[src/xeu_pkg.sv]
// ---------------------------------------------------------------------------
// xeu_pkg
// shared types, character codes, entity name tables and the utf-8 encoder
// ---------------------------------------------------------------------------
package xeu_pkg;

   localparam int XEU_VALUE_BITS  = 32;
   localparam int XEU_MAX_RESULTS = 6;
   localparam int XEU_COUNT_BITS  = $clog2(XEU_MAX_RESULTS + 1);
   localparam int XEU_NAME_COUNT  = 5;
   localparam int XEU_NAME_CHARS  = 5;
   localparam int XEU_PREFIX_MAX  = 4;

   localparam logic [7:0] CHAR_LT      = 8'h3C;
   localparam logic [7:0] CHAR_AMP     = 8'h26;
   localparam logic [7:0] CHAR_HASH    = 8'h23;
   localparam logic [7:0] CHAR_SEMI    = 8'h3B;
   localparam logic [7:0] CHAR_LOWER_X = 8'h78;
   localparam logic [7:0] CHAR_UPPER_X = 8'h58;

   // entity names after the ampersand: lt; gt; amp; apos; quot;
   localparam logic [7:0] NAME_TEXT [XEU_NAME_COUNT][XEU_NAME_CHARS] = '{
      '{8'h6C, 8'h74, 8'h3B, 8'h00, 8'h00},
      '{8'h67, 8'h74, 8'h3B, 8'h00, 8'h00},
      '{8'h61, 8'h6D, 8'h70, 8'h3B, 8'h00},
      '{8'h61, 8'h70, 8'h6F, 8'h73, 8'h3B},
      '{8'h71, 8'h75, 8'h6F, 8'h74, 8'h3B}
   };
   localparam logic [2:0] NAME_LEN [XEU_NAME_COUNT] = '{3'd3, 3'd3, 3'd4, 3'd5, 3'd5};
   localparam logic [7:0] NAME_CHAR [XEU_NAME_COUNT] = '{8'h3C, 8'h3E, 8'h26, 8'h27, 8'h22};

   typedef enum logic [2:0] {
      MODE_PLAIN,
      MODE_AMP,
      MODE_NUM_START,
      MODE_NUM_DIGITS,
      MODE_STOP
   } mode_type;

   // group of results caused by one item
   typedef struct packed {
      logic [XEU_COUNT_BITS-1:0]        count;
      logic [XEU_MAX_RESULTS-1:0][7:0]  bytes;
      logic                             has_byte;
      logic                             eot;
   } burst_type;

   typedef struct packed {
      logic [XEU_COUNT_BITS-1:0]        count;
      logic [XEU_MAX_RESULTS-1:0][7:0]  bytes;
   } utf8_type;

   // bit 4 set for a byte that is no digit
   function automatic logic [4:0] digit_of(input logic [7:0] c);
      logic [7:0] d;
      d = 8'h00;
      if (c >= 8'h30 && c <= 8'h39) begin
         d = c - 8'h30;
         return {1'b0, d[3:0]};
      end
      if (c >= 8'h61 && c <= 8'h66) begin
         d = c - 8'h57;
         return {1'b0, d[3:0]};
      end
      if (c >= 8'h41 && c <= 8'h46) begin
         d = c - 8'h37;
         return {1'b0, d[3:0]};
      end
      return 5'h10;
   endfunction

   // original utf-8, up to six bytes, nothing for codes of 2^31 and above
   function automatic utf8_type utf8_encode(input logic [31:0] v);
      utf8_type    r;
      logic [35:0] w;
      w       = {4'h0, v};
      r.count = '0;
      r.bytes = '0;
      if (v < 32'h0000_0080) begin
         r.count    = XEU_COUNT_BITS'(1);
         r.bytes[0] = v[7:0];
      end else if (v < 32'h0000_0800) begin
         r.count    = XEU_COUNT_BITS'(2);
         r.bytes[0] = 8'hC0 | {2'b00, w[11:6]};
         r.bytes[1] = {2'b10, w[5:0]};
      end else if (v < 32'h0001_0000) begin
         r.count    = XEU_COUNT_BITS'(3);
         r.bytes[0] = 8'hE0 | {2'b00, w[17:12]};
         r.bytes[1] = {2'b10, w[11:6]};
         r.bytes[2] = {2'b10, w[5:0]};
      end else if (v < 32'h0020_0000) begin
         r.count    = XEU_COUNT_BITS'(4);
         r.bytes[0] = 8'hF0 | {2'b00, w[23:18]};
         r.bytes[1] = {2'b10, w[17:12]};
         r.bytes[2] = {2'b10, w[11:6]};
         r.bytes[3] = {2'b10, w[5:0]};
      end else if (v < 32'h0400_0000) begin
         r.count    = XEU_COUNT_BITS'(5);
         r.bytes[0] = 8'hF8 | {2'b00, w[29:24]};
         r.bytes[1] = {2'b10, w[23:18]};
         r.bytes[2] = {2'b10, w[17:12]};
         r.bytes[3] = {2'b10, w[11:6]};
         r.bytes[4] = {2'b10, w[5:0]};
      end else if (v < 32'h8000_0000) begin
         r.count    = XEU_COUNT_BITS'(6);
         r.bytes[0] = 8'hFC | {2'b00, w[35:30]};
         r.bytes[1] = {2'b10, w[29:24]};
         r.bytes[2] = {2'b10, w[23:18]};
         r.bytes[3] = {2'b10, w[17:12]};
         r.bytes[4] = {2'b10, w[11:6]};
         r.bytes[5] = {2'b10, w[5:0]};
      end
      return r;
   endfunction

endpackage

[src/xml_entity_unescape.sv]
// an accepted item passes the input register and then the result register
// throughput: one item per cycle while each item yields at most one result and rsp_ready is high
// an item with k results holds the result register until all k are sent (one result port)
// items that yield no result pass through the input register without waiting
// reset (synchronous, active high) empties both registers and returns to plain text
// ---------------------------------------------------------------------------
// xml_entity_unescape
// streaming xml entity decoder: named and numeric references to bytes / utf-8
// ---------------------------------------------------------------------------
module xml_entity_unescape #(
   parameter int VALUE_BITS = xeu_pkg::XEU_VALUE_BITS   // 21 .. 32
) (
   input  logic        clock,
   input  logic        reset,
   // input item channel
   input  logic        req_valid,
   output logic        req_ready,
   input  logic [7:0]  req_in_byte,
   input  logic        req_last_in,
   // result item channel
   output logic        rsp_valid,
   input  logic        rsp_ready,
   output logic [7:0]  rsp_out_byte,
   output logic        rsp_has_byte,
   output logic        rsp_run_last,
   output logic        rsp_end_of_text
);

   // input register
   logic        in_valid_ff;
   logic [7:0]  in_byte_ff;
   logic        in_last_ff;

   xeu_pkg::burst_type res;
   logic               step;
   logic               burst_free;
   logic               take;

   // the held item moves on when it has nothing to send or the result
   // register is empty or draining its final result in this cycle
   assign step      = in_valid_ff && ((res.count == '0) || burst_free);
   assign req_ready = !in_valid_ff || step;
   assign take      = req_valid && req_ready;

   always_ff @(posedge clock) begin
      if (reset) begin
         in_valid_ff <= 1'b0;
      end else if (take) begin
         in_valid_ff <= 1'b1;
      end else if (step) begin
         in_valid_ff <= 1'b0;
      end
   end

   // payload needs no reset
   always_ff @(posedge clock) begin
      if (take) begin
         in_byte_ff <= req_in_byte;
         in_last_ff <= req_last_in;
      end
   end

   // parse state and decode of the held item
   xeu_parse #(
      .VALUE_BITS (VALUE_BITS)
   ) u_parse (
      .clock   (clock),
      .reset   (reset),
      .step    (step),
      .in_byte (in_byte_ff),
      .last_in (in_last_ff),
      .res     (res)
   );

   // result register, one result per accepted transfer
   xeu_burst u_burst (
      .clock           (clock),
      .reset           (reset),
      .load            (step && (res.count != '0)),
      .res             (res),
      .free            (burst_free),
      .rsp_valid       (rsp_valid),
      .rsp_ready       (rsp_ready),
      .rsp_out_byte    (rsp_out_byte),
      .rsp_has_byte    (rsp_has_byte),
      .rsp_run_last    (rsp_run_last),
      .rsp_end_of_text (rsp_end_of_text)
   );

endmodule

[src/xeu_parse.sv]
// ---------------------------------------------------------------------------
// xeu_parse
// parse state and one-step decode of a held byte into its group of results
// ---------------------------------------------------------------------------
module xeu_parse #(
   parameter int VALUE_BITS = xeu_pkg::XEU_VALUE_BITS
) (
   input  logic                clock,
   input  logic                reset,
   input  logic                step,
   input  logic [7:0]          in_byte,
   input  logic                last_in,
   output xeu_pkg::burst_type  res
);

   localparam int NC = xeu_pkg::XEU_NAME_COUNT;
   localparam int PM = xeu_pkg::XEU_PREFIX_MAX;

   xeu_pkg::mode_type         mode_ff, mode_in, mode_step;
   logic [7:0]                pb_ff [PM];
   logic [7:0]                pb_in [PM];
   logic [2:0]                pcount_ff, pcount_in, pcount_step;
   logic [NC-1:0]             cand_ff, cand_in;
   logic [VALUE_BITS-1:0]     code_ff, code_in, code_step;
   logic                      hex_ff, hex_in, hex_step;

   logic                      is_lt, is_amp, is_hash, is_x, is_semi;
   logic [NC-1:0]             hit;
   logic                      done_any, cont_ok, amp_hash, amp_mismatch, plain_path;
   logic [7:0]                done_char;
   logic [4:0]                digit;
   logic [VALUE_BITS-1:0]     digit_ext, code_acc;
   xeu_pkg::mode_type         plain_next;
   logic                      store, emit1, emit_code, accumulate;
   logic [7:0]                single;
   logic [2:0]                rn;
   xeu_pkg::utf8_type         enc;

   assign is_lt   = (in_byte == xeu_pkg::CHAR_LT);
   assign is_amp  = (in_byte == xeu_pkg::CHAR_AMP);
   assign is_hash = (in_byte == xeu_pkg::CHAR_HASH);
   assign is_x    = (in_byte == xeu_pkg::CHAR_LOWER_X) || (in_byte == xeu_pkg::CHAR_UPPER_X);
   assign is_semi = (in_byte == xeu_pkg::CHAR_SEMI);

   // name match against the candidates still alive
   always_comb begin
      hit       = '0;
      done_any  = 1'b0;
      done_char = 8'h00;
      for (int k = 0; k < NC; k++) begin
         if (cand_ff[k] && (xeu_pkg::NAME_LEN[k] > pcount_ff) &&
             (xeu_pkg::NAME_TEXT[k][pcount_ff] == in_byte)) begin
            hit[k] = 1'b1;
            if (xeu_pkg::NAME_LEN[k] == 3'(pcount_ff + 3'd1)) begin
               done_any  = 1'b1;
               done_char = xeu_pkg::NAME_CHAR[k];
            end
         end
      end
   end

   assign amp_hash     = (mode_ff == xeu_pkg::MODE_AMP) && (pcount_ff == 3'd0) && is_hash;
   assign cont_ok      = (|hit) && (pcount_ff < 3'(PM));
   assign amp_mismatch = (mode_ff == xeu_pkg::MODE_AMP) && !amp_hash && !done_any && !cont_ok;
   assign plain_path   = (mode_ff == xeu_pkg::MODE_PLAIN) || amp_mismatch;
   assign store        = (mode_ff == xeu_pkg::MODE_AMP) && !amp_hash && !done_any && cont_ok;

   assign plain_next = is_lt  ? xeu_pkg::MODE_STOP :
                       is_amp ? xeu_pkg::MODE_AMP   : xeu_pkg::MODE_PLAIN;

   // next parse mode
   always_comb begin
      unique case (mode_ff)
         xeu_pkg::MODE_PLAIN: mode_step = plain_next;
         xeu_pkg::MODE_AMP: begin
            if (amp_hash)      mode_step = xeu_pkg::MODE_NUM_START;
            else if (done_any) mode_step = xeu_pkg::MODE_PLAIN;
            else if (cont_ok)  mode_step = xeu_pkg::MODE_AMP;
            else               mode_step = plain_next;
         end
         xeu_pkg::MODE_NUM_START:
            mode_step = (is_semi && !is_x) ? xeu_pkg::MODE_PLAIN : xeu_pkg::MODE_NUM_DIGITS;
         xeu_pkg::MODE_NUM_DIGITS:
            mode_step = is_semi ? xeu_pkg::MODE_PLAIN : xeu_pkg::MODE_NUM_DIGITS;
         xeu_pkg::MODE_STOP: mode_step = xeu_pkg::MODE_STOP;
         default:            mode_step = xeu_pkg::MODE_PLAIN;
      endcase
      if (!step)        mode_in = mode_ff;
      else if (last_in) mode_in = xeu_pkg::MODE_PLAIN;
      else              mode_in = mode_step;
   end

   // numeric accumulate, times ten or sixteen with wrap
   assign digit      = xeu_pkg::digit_of(in_byte);
   assign digit_ext  = digit[4] ? '1 : VALUE_BITS'(digit[3:0]);
   assign code_acc   = hex_ff ? ((code_ff << 4) + digit_ext)
                              : ((code_ff << 3) + (code_ff << 1) + digit_ext);
   assign accumulate = ((mode_ff == xeu_pkg::MODE_NUM_START) && !is_x && !is_semi) ||
                       ((mode_ff == xeu_pkg::MODE_NUM_DIGITS) && !is_semi);

   // datapath next values and result group
   always_comb begin
      code_step = code_ff;
      hex_step  = hex_ff;
      if (amp_hash) begin
         code_step = '0;
         hex_step  = 1'b0;
      end else if (accumulate) begin
         code_step = code_acc;
      end else if ((mode_ff == xeu_pkg::MODE_NUM_START) && is_x) begin
         hex_step = 1'b1;
      end

      pcount_step = store ? 3'(pcount_ff + 3'd1) : 3'd0;
      cand_in     = store ? hit : '1;
      for (int i = 0; i < PM; i++) begin
         pb_in[i] = pb_ff[i];
      end
      if (store) pb_in[pcount_ff[1:0]] = in_byte;

      emit1  = (plain_path && !is_lt && !is_amp) || done_any;
      single = done_any ? done_char : in_byte;

      if (amp_mismatch)
         rn = pcount_ff;
      else if (last_in && (mode_step == xeu_pkg::MODE_AMP))
         rn = pcount_step;
      else
         rn = 3'd0;

      emit_code = (((mode_ff == xeu_pkg::MODE_NUM_START) && !is_x) ||
                   (mode_ff == xeu_pkg::MODE_NUM_DIGITS)) && is_semi;
      if (last_in && ((mode_step == xeu_pkg::MODE_NUM_START) ||
                      (mode_step == xeu_pkg::MODE_NUM_DIGITS)))
         emit_code = 1'b1;

      enc = xeu_pkg::utf8_encode(32'(code_step));

      res          = '0;
      res.has_byte = 1'b1;
      res.eot      = last_in;
      if (emit_code) begin
         res.count = enc.count;
         res.bytes = enc.bytes;
      end else begin
         for (int i = 0; i < PM; i++) begin
            if (3'(i) < rn) res.bytes[i] = pb_in[i];
         end
         if (emit1) res.bytes[rn] = single;
         res.count = xeu_pkg::XEU_COUNT_BITS'(rn) + xeu_pkg::XEU_COUNT_BITS'(emit1);
      end
      // bare end marker when the final byte gives nothing
      if (last_in && (res.count == '0)) begin
         res.count    = xeu_pkg::XEU_COUNT_BITS'(1);
         res.has_byte = 1'b0;
         res.bytes    = '0;
      end

      if (!step) begin
         pcount_in = pcount_ff;
         code_in   = code_ff;
         hex_in    = hex_ff;
      end else if (last_in) begin
         pcount_in = 3'd0;
         code_in   = '0;
         hex_in    = 1'b0;
      end else begin
         pcount_in = pcount_step;
         code_in   = code_step;
         hex_in    = hex_step;
      end
   end

   always_ff @(posedge clock) begin
      if (reset) begin
         mode_ff   <= xeu_pkg::MODE_PLAIN;
         pcount_ff <= 3'd0;
         code_ff   <= '0;
         hex_ff    <= 1'b0;
         cand_ff   <= '0;
      end else begin
         mode_ff   <= mode_in;
         pcount_ff <= pcount_in;
         code_ff   <= code_in;
         hex_ff    <= hex_in;
         if (step) cand_ff <= cand_in;
      end
   end

   always_ff @(posedge clock) begin
      if (step && store) pb_ff <= pb_in;
   end

endmodule

[src/xeu_burst.sv]
// ---------------------------------------------------------------------------
// xeu_burst
// result register holding one item's group, shifted out one result per cycle while rsp_ready is high
// ---------------------------------------------------------------------------
module xeu_burst (
   input  logic                clock,
   input  logic                reset,
   input  logic                load,
   input  xeu_pkg::burst_type  res,
   output logic                free,
   output logic                rsp_valid,
   input  logic                rsp_ready,
   output logic [7:0]          rsp_out_byte,
   output logic                rsp_has_byte,
   output logic                rsp_run_last,
   output logic                rsp_end_of_text
);

   localparam int CB = xeu_pkg::XEU_COUNT_BITS;

   logic                                    valid_ff;
   logic [CB-1:0]                           left_ff;
   logic [xeu_pkg::XEU_MAX_RESULTS-1:0][7:0] bytes_ff;
   logic                                    has_ff, eot_ff;
   logic                                    pop, at_last;

   assign at_last = (left_ff == CB'(1));
   assign pop     = valid_ff && rsp_ready;
   assign free    = !valid_ff || (rsp_ready && at_last);

   assign rsp_valid       = valid_ff;
   assign rsp_out_byte    = bytes_ff[0];
   assign rsp_has_byte    = has_ff;
   assign rsp_run_last    = at_last;
   assign rsp_end_of_text = eot_ff && at_last;

   always_ff @(posedge clock) begin
      if (reset) begin
         valid_ff <= 1'b0;
         left_ff  <= '0;
      end else if (load) begin
         valid_ff <= 1'b1;
         left_ff  <= res.count;
      end else if (pop) begin
         valid_ff <= !at_last;
         left_ff  <= CB'(left_ff - CB'(1));
      end
   end

   always_ff @(posedge clock) begin
      if (load) begin
         bytes_ff <= res.bytes;
         has_ff   <= res.has_byte;
         eot_ff   <= res.eot;
      end else if (pop) begin
         bytes_ff <= {8'h00, bytes_ff[xeu_pkg::XEU_MAX_RESULTS-1:1]};
      end
   end

endmodule

[config.mk]
export PLATFORM = sky130hd
export DESIGN_NAME = xml_entity_unescape
export DESIGN_NICKNAME = d
export VERILOG_FILES = /design/src/xeu_pkg.sv /design/src/xml_entity_unescape.sv /design/src/xeu_parse.sv /design/src/xeu_burst.sv
export SDC_FILE = /design/constraint.sdc
export NUM_CORES = 1
export LEC_CHECK = 0
export BUFFER_PORTS_ARGS = -buffer_cell sky130_fd_sc_hd__buf_2
export CAP_MARGIN = 20
export CORE_ASPECT_RATIO = 1.4
export CORE_UTILIZATION = 58
export DETAILED_ROUTE_END_ITERATION = 10
export PLACE_DENSITY = 0.77
export SYNTH_ARGS = -nofsm -noshare
export SYNTH_HDL_FRONTEND = slang
export SYNTH_SLANG_ARGS = --single-unit
[constraint.sdc]
create_clock -name clock -period 23.7 [get_ports clock]
set_input_delay 1.185 -clock clock [delete_from_list [all_inputs] [get_ports clock]]
set_output_delay 1.185 -clock clock [all_outputs]
set_load 0.01 [all_outputs]
Word-level counts from Yosys, hierarchy flattened

Memories as Yosys holds them, arrays and structs flattened.
Cells that the tools add are included.

Word-level logic and storage cells: 273
Register bits: 140
Memories: 5
Bits in read-only memories: 320
Input port bits: 13
Output and inout port bits: 13

Memories:

| name             | depth | bits a word | read ports | clocked after Yosys merged registers in | write ports | line            | RTL |
|---|---|---|---|---|---|---|---|
| (name not given) | 8     | 8           | 1          | 0                                       | 0           | xeu_parse.sv:52 | `(xeu_pkg::NAME_TEXT[k][pcount_ff] == in_byte)) begin` |
| (name not given) | 8     | 8           | 1          | 0                                       | 0           | xeu_parse.sv:52 |  |
| (name not given) | 8     | 8           | 1          | 0                                       | 0           | xeu_parse.sv:52 |  |
| (name not given) | 8     | 8           | 1          | 0                                       | 0           | xeu_parse.sv:52 |  |
| (name not given) | 8     | 8           | 1          | 0                                       | 0           | xeu_parse.sv:52 |  |

Equal/unequal tests: 23
Order comparisons: 25
Add/sub/neg operators: 9
Reduce and logical (&&, ||, !) cells: 69
Bitwise operators: 2
Multiplexer cells: 118

Operators by type and width:

| operator                                                                        | count |
|---|---|
| 32-bit 2-to-1 mux                                                               | 8 |
| 8-bit 2-to-1 mux                                                                | 31 |
| 40-bit 2-to-1 mux                                                               | 6 |
| 48-bit 2-to-1 mux                                                               | 3 |
| 51-bit 2-to-1 mux                                                               | 2 |
| 32-bit adder                                                                    | 3 |
| 52-bit 2-to-1 mux                                                               | 1 |
| 48-bit bitwise mux                                                              | 1 |
| 24-bit 2-to-1 mux                                                               | 2 |
| 3-bit 2-to-1 mux                                                                | 16 |
| 8-bit equality test                                                             | 5 |
| 1-bit logical AND                                                               | 40 |
| 5-bit 2-to-1 mux                                                                | 7 |
| 32-bit bitwise mux                                                              | 1 |
| 8-bit by 6-bit equality test with 1-bit output (second input constant)          | 4 |
| 32-bit by 12-bit less-than comparator with 1-bit output (second input constant) | 1 |
| 32-bit by 17-bit less-than comparator with 1-bit output (second input constant) | 1 |
| 32-bit by 22-bit less-than comparator with 1-bit output (second input constant) | 1 |
| 32-bit by 27-bit less-than comparator with 1-bit output (second input constant) | 1 |
| 32-bit less-than comparator (second input constant)                             | 1 |
| 32-bit by 8-bit less-than comparator with 1-bit output (second input constant)  | 1 |
| 16-bit 2-to-1 mux                                                               | 2 |
| 1-bit 2-to-1 mux                                                                | 31 |
| 8-bit demux with 3-bit select                                                   | 1 |
| 39 further kinds                                                                | 76 |

Logic depth before layout (Yosys ltp)

Gate-level depths: netlist of the first run.

Depth in word-level cells: 38
Depth in mapped cells: 26
Mapped depth without buffers: 23

Hierarchy

A second synthesis of the first run with hierarchy kept.

Cell total of the unflattened synthesis: 1603
Area total of the unflattened synthesis: 13500.4 µm²

By module, submodules not included:

| module              | area an instance (µm²) | cells each | seq. area each (µm²) | times used |
|---|---|---|---|---|
| xeu_parse           | 10822.9                | 1445       | 1841.8               | 1 |
| xeu_burst           | 2323.5                 | 138        | 1581.5               | 1 |
| xml_entity_unescape | 354.1                  | 20         | 290.3                | 1 |

Worst setup path after synthesis of the first run

No wires, ideal clock.

Path kind: flip-flop to flip-flop
From: reg in_byte_ff[1]
To: reg u_burst.bytes_ff[10] (netlist name), enable pin
Required time: 23114 ps
Cell stages (with the launch flop): 25
Path slack: 16040 ps
Arrival: 7074 ps
Path through: edfxtp_1 buf_2 clkinv_1 ha_1 nor3b_1 nor4b_1 or2_2 inv_1 ha_1 inv_1 fa_1 nor2b_1 o31a_1 o21a_1 nor4_1 a2111oi_0 a221o_1 nor4b_4 nand2_2 nor4_4 a21oi_1 buf_6 o31ai_4 buf_2 nand2_1

Cells in the longest elaborated chain, start to end: 29
Elaborated cells on any way between the ends: 127

Ends and longest elaborated chain:

| item                                                                                                                                  | line                      | RTL |
|---|---|---|
| start, declared                                                                                                                       | xml_entity_unescape.sv:31 | `logic [7:0] in_byte_ff;` |
| start signal, assigned                                                                                                                | xml_entity_unescape.sv:58 | `in_byte_ff <= req_in_byte;` |
| 8-bit by 7-bit greater-or-equal comparator with 1-bit output / 8-bit by 7-bit <= comparator with 1-bit output (equally long branches) | xeu_pkg.sv:65             | `if (c >= 8'h41 && c <= 8'h46) begin` |
| 1-bit logical AND                                                                                                                     | xeu_pkg.sv:65             |  |
| 1-bit 2-to-1 mux (2 in series)                                                                                                        | xeu_pkg.sv:65             |  |
| 1-bit 2-to-1 mux                                                                                                                      | xeu_pkg.sv:61             | `if (c >= 8'h61 && c <= 8'h66) begin` |
| 5-bit 2-to-1 mux                                                                                                                      | xeu_pkg.sv:69             | `return 5'h10;` |
| 5-bit 2-to-1 mux                                                                                                                      | xeu_pkg.sv:65             |  |
| 5-bit 2-to-1 mux                                                                                                                      | xeu_pkg.sv:61             |  |
| 32-bit 2-to-1 mux                                                                                                                     | xeu_parse.sv:95           | `assign digit_ext = digit[4] ? '1 : VALUE_BITS'(digit[3:0]);` |
| [12 not listed]                                                                                                                       | -                         |  |
| 3-bit zero test                                                                                                                       | xeu_parse.sv:153          | `if (last_in && (res.count == '0)) begin` |
| 1-bit logical AND                                                                                                                     | xeu_parse.sv:153          |  |
| 52-bit 2-to-1 mux (*)                                                                                                                 | xeu_parse.sv:153          |  |
| 3-bit zero test                                                                                                                       | xml_entity_unescape.sv:41 | `assign step = in_valid_ff && ((res.count == '0) \|\| burst_free);` |
| 1-bit logical OR                                                                                                                      | xml_entity_unescape.sv:41 |  |
| 1-bit logical AND                                                                                                                     | xml_entity_unescape.sv:41 |  |
| 1-bit logical AND (*)                                                                                                                 | xml_entity_unescape.sv:79 | `.load (step && (res.count != '0)),` |
| 2-bit nonzero test (no source line) (*)                                                                                               | -                         |  |
| end signal, assigned                                                                                                                  | xeu_burst.sv:52           | `bytes_ff <= res.bytes;` |
| end signal, assigned                                                                                                                  | xeu_burst.sv:56           | `bytes_ff <= {8'h00, bytes_ff[xeu_pkg::XEU_MAX_RESULTS-1:1]};` |
| end, declared                                                                                                                         | xeu_burst.sv:23           | `logic [xeu_pkg::XEU_MAX_RESULTS-1:0][7:0] bytes_ff;` |

Mark *: on every way between the ends. The rest lies on a longest branch, timed or not. The select of a mux whose other input is x is not followed.
A chain may end at the register's enable or synchronous reset.

Worst setup path after layout of the first run

From: reg in_byte_ff[0]
To: out req_ready

Cells in the longest elaborated chain, start to end: 28
Elaborated cells on any way between the ends: 125

Ends and longest elaborated chain:

| item                                                                                                                                  | line                      | RTL |
|---|---|---|
| 8-bit by 7-bit greater-or-equal comparator with 1-bit output / 8-bit by 7-bit <= comparator with 1-bit output (equally long branches) | xeu_pkg.sv:65             |  |
| 1-bit logical AND                                                                                                                     | xeu_pkg.sv:65             |  |
| 1-bit 2-to-1 mux (2 in series)                                                                                                        | xeu_pkg.sv:65             |  |
| 1-bit 2-to-1 mux                                                                                                                      | xeu_pkg.sv:61             |  |
| 5-bit 2-to-1 mux                                                                                                                      | xeu_pkg.sv:69             |  |
| 5-bit 2-to-1 mux                                                                                                                      | xeu_pkg.sv:65             |  |
| 5-bit 2-to-1 mux                                                                                                                      | xeu_pkg.sv:61             |  |
| 32-bit 2-to-1 mux                                                                                                                     | xeu_parse.sv:95           |  |
| [11 not listed]                                                                                                                       | -                         |  |
| 51-bit 2-to-1 mux (*)                                                                                                                 | xeu_parse.sv:142          | `if (emit_code) begin` |
| 3-bit zero test                                                                                                                       | xeu_parse.sv:153          |  |
| 1-bit logical AND                                                                                                                     | xeu_parse.sv:153          |  |
| 52-bit 2-to-1 mux (*)                                                                                                                 | xeu_parse.sv:153          |  |
| 3-bit zero test (*)                                                                                                                   | xml_entity_unescape.sv:41 |  |
| 1-bit logical OR (*)                                                                                                                  | xml_entity_unescape.sv:41 |  |
| 1-bit logical AND (*)                                                                                                                 | xml_entity_unescape.sv:41 |  |
| 1-bit logical OR (*)                                                                                                                  | xml_entity_unescape.sv:42 | `assign req_ready = !in_valid_ff \|\| step;` |
| end, declared                                                                                                                         | xml_entity_unescape.sv:17 | `output logic req_ready,` |

Marked as above.

==> results.yml, run 1 <==
outcome:
  outcome: "finished, final reports clean"
logic_synthesis:
  avgSynthCellArea_um2: 8.411
  synth_mux_area_frac: 0.06730
  yosys.area_share.simple: 0.1928
  synth_warnings: 0
  async_flop_share: 0
  synth-xor-area-share: 0.02956
  syn_area_mm2: 0.01422
  synth_edf_count: 91
  synthesis.nets: 1811
  synth_adder_area_share: 0.1100
  synthDistinctLibCells: 104
  ys_ff_latch: 140
  synth_top_family_by_area: "compound AO/OA/AOI/OAI gates"
  synth_compound_area_frac: 0.2703
  yosysSeqAreaShare: 0.2611
  ys.flop_type: "edfxtp_1"
  syn_inst: 1691
timing:
  fin_skew_ns: 0.01649
  max_slew_margin: 0.1864
  period_needed_ns: 9.943
  tightest_slew_ns: 1.209
  maxSlewViolCount: 0
  rsz0062_at_grt: "false"
  setup_tns_ns: 0
  worst_hold_slack_ns: 0.4756
  hold_viol_final: 0
  final.period_utilization: 0.4195
  setup_violations: 0
  fmax_ghz: 0.1006
die:
  dieHeight_um: 187.3
  die_w_um: 134.3
  start_util: 0.5932
  core_area_mm2: 0.02398
  ios: 26
  num_rows: 67
  die_area_mm2: 0.02516
detailed_routing:
  drc: 0
  finalWirelength_mm: 48.87
  first_pass_iters: 8
  ant_nets: 0
  drtIter0Drc: 1729
  via_count: 13930
  routed_via_density: 7.048
  wl_per_cell_um: 24.72
clock_tree:
  clkSinkCount: 140
  clk_latency_ns: 0.46
  cts_root_buffer: "clkbuf_16"
  hold_buffers: 0
  clkTransAtPathRegs_ns: 0.06
  htreeDepth: 4
  post_cts_resized: 0
  cts_inserted_buffers: 17
  clockBufferDepth: 2
  cts_tree: "built"
  cts_setup_buffers: 0
power:
  intPower_w: 0.0004501
  pwr-share-comb: 0.139
  p_leak_nw: 5.867
  power_w: 0.0006334
  switching_share: 0.2893
  switchingPower_w: 0.0001833
  clkPwrFrac: 0.421
  sequentialPowerShare: 0.439
  ir_drop_mv: 0.05731
  cellPowerDensity_mw_per_mm2: 42.17
finish:
  diodes: 0
  final_nets: 1774
  area_growth_syn_to_layout_pct: 5.613
  drive_gt1_frac: 0.09538
  multi_input_area_mm2: 0.009548
  seqCellArea_mm2: 0.003714
  num-fill-cells: 2153
  design_area_mm2: 0.01502
setup_path:
  cp.arrival_ns: 8.76
  criticalPathCategory: "reg2out"
  cp_max_fo: 30
  crit_buf_inv: 5
  path_common_cell: "inv_1"
  cp_top_family: "compound AO/OA/AOI/OAI gates"
  critPathLaunchType: "flip-flop"
  worst_ep_required_time_ns: 22.51
  cpMaxStageDelayCell: "nor4b_1"
  worst_setup_path_end_kind: "output pin"
  path_cells: "inv_1 -> ha_1 -> nor3b_1 -> nor4b_1 -> or2_2 -> buf_4 -> inv_1 -> ha_1 -> inv_1 -> fa_1 -> nor2b_1 -> o31a_1 -> o21ai_2 -> o311ai_1 -> a221oi_1 -> xnor2_1 -> a221oi_1 -> nand4b_1 -> nor4_4 -> a21oi_1 -> o311ai_1 -> buf_2"
  max_stage_delay_ns: 0.78
grt:
  grt_pass1_vias: 13270
  grt-ovfl-total: 0
  grt_antenna_before_repair: 0
  grt_pass1_wl_mm: 75.56
  grt_max_degree: 66
  grt_usage: 0.3936
place:
  dp_hpwl_mm: 35.85
  place_area_mm2: 0.01443
  numPortBuffers: 25
  place.gp.congestion: 0.9930
worst_hold_path:
  hold_path.class: "reg2reg"
job:
  max_cap_violations: 0
## cell usage in the layout, fill, tap and decap left out, types with 30 or more instances in the layout
| master | netlist | routed |
|---|---|---|
| a21oi_1 | 116 | 116 |
| dfxtp_1 | 49 | 49 |
| edfxtp_1 | 91 | 91 |
| fa_1 | 30 | 30 |
| ha_1 | 77 | 77 |
| inv_1 | 122 | 122 |
| mux2_2 | 30 | 30 |
| mux2i_1 | 54 | 54 |
| nand2_1 | 145 | 144 |
| nand2b_1 | 43 | 43 |
| nand3_1 | 44 | 44 |
| nor2_1 | 101 | 101 |
| nor3_1 | 36 | 35 |
| o21ai_0 | 87 | 87 |
| xnor2_1 | 33 | 33 |
## layer usage
metal | global-route usage | routed length [µm]
met1 | 0.4484 | 17650
met2 | 0.6688 | 23820
met4 | 0.2541 | 3520
met5 | 0 | 0
met3 | 0.07453 | 3881
## state kept, by name (all words and copies together) (netlist names)
register	count
u_burst.bytes_ff	40
u_parse.code_ff	32
u_parse.pb_ff	32
in_byte_ff	8
u_burst.rsp_out_byte	8
u_parse.cand_ff	5
u_burst.left_ff	3
u_parse.mode_ff	3
u_parse.pcount_ff	3
in_last_ff	1
in_valid_ff	1
u_burst.eot_ff	1
u_burst.rsp_has_byte	1
u_burst.rsp_valid	1
u_parse.hex_ff	1
## worst paths after layout
kind                                           from                  end  slack, ns  cells past startpoint
worst max-delay path                  in_byte_ff[0]            req_ready      13.76                     22
worst min-delay path            u_parse.code_ff[31]  u_parse.code_ff[31]       0.48                      2
worst min register to register  u_parse.code_ff[31]  u_parse.code_ff[31]       0.48                      2
worst max register to register        in_byte_ff[0]    u_parse.pb_ff[29]      14.20                     24
## worst register-to-register path: cells and delay by family (launching register included)
family	cells	cell delay [ns]
and+or+nand+nor	7	2.65
AOI/OAI and AO/OA	7	2.20
buffers and inverters	6	2.47
DFF	1	0.69
xor gates and xnor gates	1	0.13
adders and majority gates	3	0.99
## cell usage after synthesis (all sizes together), types with 11 or more instances
library cell | number | area, µm²
xnor2 | 33 | 289.0
o211ai | 24 | 180.2
ha | 77 | 963.4
o31ai | 14 | 118.9
a221oi | 11 | 108.9
nor4 | 14 | 102.6
dfxtp | 49 | 980.9
a21oi | 118 | 598.1
clkbuf | 60 | 225.2
nor3 | 38 | 200.2
and2 | 24 | 150.1
a31oi | 30 | 193.9
a22o | 15 | 131.4
a21o | 27 | 202.7
o2bb2ai | 24 | 210.2
mux2 | 37 | 416.7
buf | 48 | 286.5
fa | 30 | 600.6
nand2b | 43 | 269.0
mux2i | 54 | 540.5
nand4 | 26 | 168.9
o21a | 12 | 90.09
nand3 | 44 | 220.2
nor2 | 106 | 420.4
a22oi | 12 | 90.09
inv | 123 | 461.7
o21ai | 94 | 481.7
and3 | 20 | 125.1
nor2b | 13 | 81.33
nand2 | 146 | 550.5
a211oi | 32 | 250.2
edfxtp | 91 | 2733
xor2 | 15 | 131.4
## power groups by stage
stage | combinational [W] | clock (W) | sequential [W]
2_1_floorplan | 0.0000689 | 0 | 0.000279
4_1_cts | 0.0000858 | 0.000266 | 0.000278
5_1_grt | 0.0000958 | 0.000275 | 0.000279
3_5_place_dp | 0.0000854 | 0 | 0.000283
3_3_place_gp | 0.0000839 | 0 | 0.000283
6_report | 0.0000882 | 0.000267 | 0.000278
## cells by family (layout without fill, tap and decap cells)
| logic type | Yosys count | count (layout) |
|---|---|---|
| compound gates | 544 | 544 |
| xor+xnor | 48 | 48 |
| fa+ha+maj | 107 | 107 |
| buf+inv | 233 | 209 |
| flops | 140 | 140 |
| mux | 91 | 91 |
| simple gates | 528 | 528 |
## stage by stage
| stage | setup slack (ns) | std cells | util |
|---|---|---|---|
| finish | 13.76 | 1977 | 0.6265 |
| global route | 13.17 | 1977 | 0.6265 |
| CTS | 13.88 | 1975 | 0.6254 |
| detailed placement | 14.38 | 1943 | 0.6018 |
| global placement | 14.68 | 1941 | 0.6013 |
| floorplan | 16.04 | 1691 | - |
## cell type report
cell class	count	area share
inverters	125	0.03124
repair buffers	52	0.02249
clock inverters	14	0.008996
clock buffers	18	0.02857
flip-flops and latches	140	0.2472
multi-input cells	1318	0.6357
well taps	310	0.02582
Note: power is estimated with default switching activity, not from simulation.
==> run 2, diff against run 1 <==
- ABC_AREA: not set -> 1
- clock period: 23.7 -> 9.3 ns (I/O delays scaled with it)
==> results.yml, run 2 <==
grt:
  grt_pass1_wl_mm: 84.02
  met3_usage: 0.07320
  busiest_layer: "met2"
  grt_usage: 0.4217
  grt_max_degree: 50
  grt-ovfl-total: 0
  met2_usage: 0.7239
  grt_pass1_vias: 14860
  met1_usage: 0.4472
  grt_antenna_before_repair: 1
clock_tree:
  clockBufferDepth: 2
  clkSinkCount: 140
  cts_setup_buffers: 0
  clk_latency_ns: 0.45
  htreeDepth: 4
  post_cts_resized: 0
  cts_root_buffer: "clkbuf_16"
  clkTransAtPathRegs_ns: 0.07
  hold_buffers: 0
  cts_tree: "built"
  cts_inserted_buffers: 17
timing:
  fmax_ghz: 0.1244
  tightest_slew_ns: 1.232
  fin_skew_ns: 0.01465
  setup_violations: 0
  max_slew_margin: 0.1697
  maxSlewViolCount: 0
  setup_tns_ns: 0
  rsz0062_at_grt: "false"
  hold_viol_final: 0
  final.period_utilization: 0.8646
  period_needed_ns: 8.041
setup_path:
  cp_max_fo: 49
  cpMaxStageDelayCell: "o21ai_0"
  worst_setup_path_end_kind: "flip-flop"
  max_stage_delay_ns: 0.98
  crit_start: "in_byte_ff[1]"
  worst_ep_required_time_ns: 9.43
  critPathLaunchType: "flip-flop"
  r2r_start: "in_byte_ff[1]"
  cp.arrival_ns: 8.17
  criticalPathCategory: "reg2reg"
  path_common_cell: "nand2_1"
job:
  max_cap_violations: 0
finish:
  area_growth_syn_to_layout_pct: 5.243
  diodes: 0
  design_area_mm2: 0.01585
  largest_reg_flops: 40
  final_nets: 2473
  largest-register: "u_burst.bytes_ff"
  largestRegisters: "u_burst.bytes_ff (40), u_parse.code_ff (32), u_parse.pb_ff (32)"
  drive_gt1_frac: 0.06847
  fin_cells: 2685
  final_common_cell: "nand2_1"
  mostFrequentLayoutCells: "698 x nand2_1, 376 x inv_1, 204 x nor2_1, 174 x nand3_1, 157 x a21oi_1"
logic_synthesis:
  yosysTopAreaCell: "edfxtp_1"
  ys_top_cells_by_count: "699 x nand2_1, 376 x inv_1, 204 x nor2_1, 174 x nand3_1, 157 x a21oi_1"
  synthDistinctLibCells: 62
  yosys.area.top_type_share: 0.1815
  syn_area_mm2: 0.01506
  async_flop_share: 0
  syn_inst: 2375
  ys_ff_latch: 140
  post_synth_main_area_contributors: "edfxtp_1 18%, nand2_1 17%, inv_1 9.4%"
  synth_warnings: 0
  yosysMostFrequentCell: "nand2_1"
  synthesis.nets: 2495
  yosysSeqAreaShare: 0.2466
  avgSynthCellArea_um2: 6.340
  ys.flop_type: "edfxtp_1"
  synth_edf_count: 91
detailed_routing:
  wl_per_cell_um: 20.62
  finalWirelength_mm: 55.38
  ant_nets: 0
  via_count: 16000
  routed_via_density: 5.959
  drtIter0Drc: 1554
  first_pass_iters: 6
  drc: 0
die:
  die_w_um: 138.2
  dieHeight_um: 192.6
  core_area_mm2: 0.02547
  die_area_mm2: 0.02662
  start_util: 0.5912
  num_rows: 69
  ios: 26
worst_hold_path:
  hp-start: "req_in_byte[2]"
  hold_path.class: "in2reg"
place:
  numPortBuffers: 25
  place_area_mm2: 0.01524
  dp_hpwl_mm: 43.42
  place.gp.congestion: 1.033
  dp_cells: 2652
power:
  p_leak_nw: 7.950
  cellPowerDensity_mw_per_mm2: 195.1
  ir_drop_mv: 0.2118
outcome:
  outcome: "finished, final reports clean"
-- run 2: worst paths after layout --
check / to / slack (ns) / cells past startpoint
hold / removal: in_byte_ff[2] / 0.19 / 1
hold reg to reg: u_burst.left_ff[1] / 0.49 / 2
setup / recovery: u_burst.bytes_ff[11] / 1.26 / 29
setup reg to reg: u_burst.bytes_ff[11] / 1.26 / 29
-- run 2: power breakdown --
part           total, W  leakage [nW]  switching (W)  internal, W
logic           0.00163          6.51        0.00116     0.000473
clock network  0.000704         0.275       0.000303     0.000401
registers      0.000756          1.17      0.0000369     0.000719
-- run 2: metrics by stage --
stage	util	total power (W)	hold WS (ns)	setup slack [ns]
floorplan	-	0.001894	0.4244	3.112
global placement	0.5972	0.002315	0.4771	1.799
detailed placement	0.5983	0.002333	0.4755	1.499
CTS	0.6214	0.003032	0.1890	1.505
global route	0.6222	0.003283	0.1902	0.9250
finish	0.6222	0.003091	0.1949	1.259
-- run 2: logic make-up after synthesis --
group,Yosys count,synth area share
and+or+nand+nor,1213,0.3518
xor gates and xnor gates,21,0.01271
AOI/OAI and AO/OA,411,0.1539
DFF,140,0.2466
buffers and inverters,483,0.1311
adders and majority gates,107,0.1039
-- run 2: area by class of cell --
| class | count | area, µm² |
|---|---|---|
| Clock buffer | 18 | 429.2 |
| Inverter | 405 | 1525 |
| Multi-Input combinational cell | 1752 | 9371 |
| Fill cell | 2496 | 9622 |
| Timing Repair Buffer | 37 | 247.7 |
| Clock inverter | 14 | 160.2 |
| Sequential cell | 140 | 3714 |
| Tap cell | 319 | 399.1 |
-- run 2: worst max-delay path: cells and delay by family (launching register included) --
| family | cells | cell delay, ns |
|---|---|---|
| simple gates | 19 | 3.68 |
| compound gates | 3 | 1.24 |
| fa+ha+maj | 4 | 1.36 |
| flops | 1 | 0.59 |
| buf+inv | 3 | 0.83 |
-- run 2: routing by layer --
| layer | share of wire | wire length, µm |
|---|---|---|
| met3 | 0.072 | 3983 |
| met1 | 0.35 | 19660 |
| met5 | 0.00018 | 10 |
| met4 | 0.10 | 5729 |
| met2 | 0.47 | 25990 |
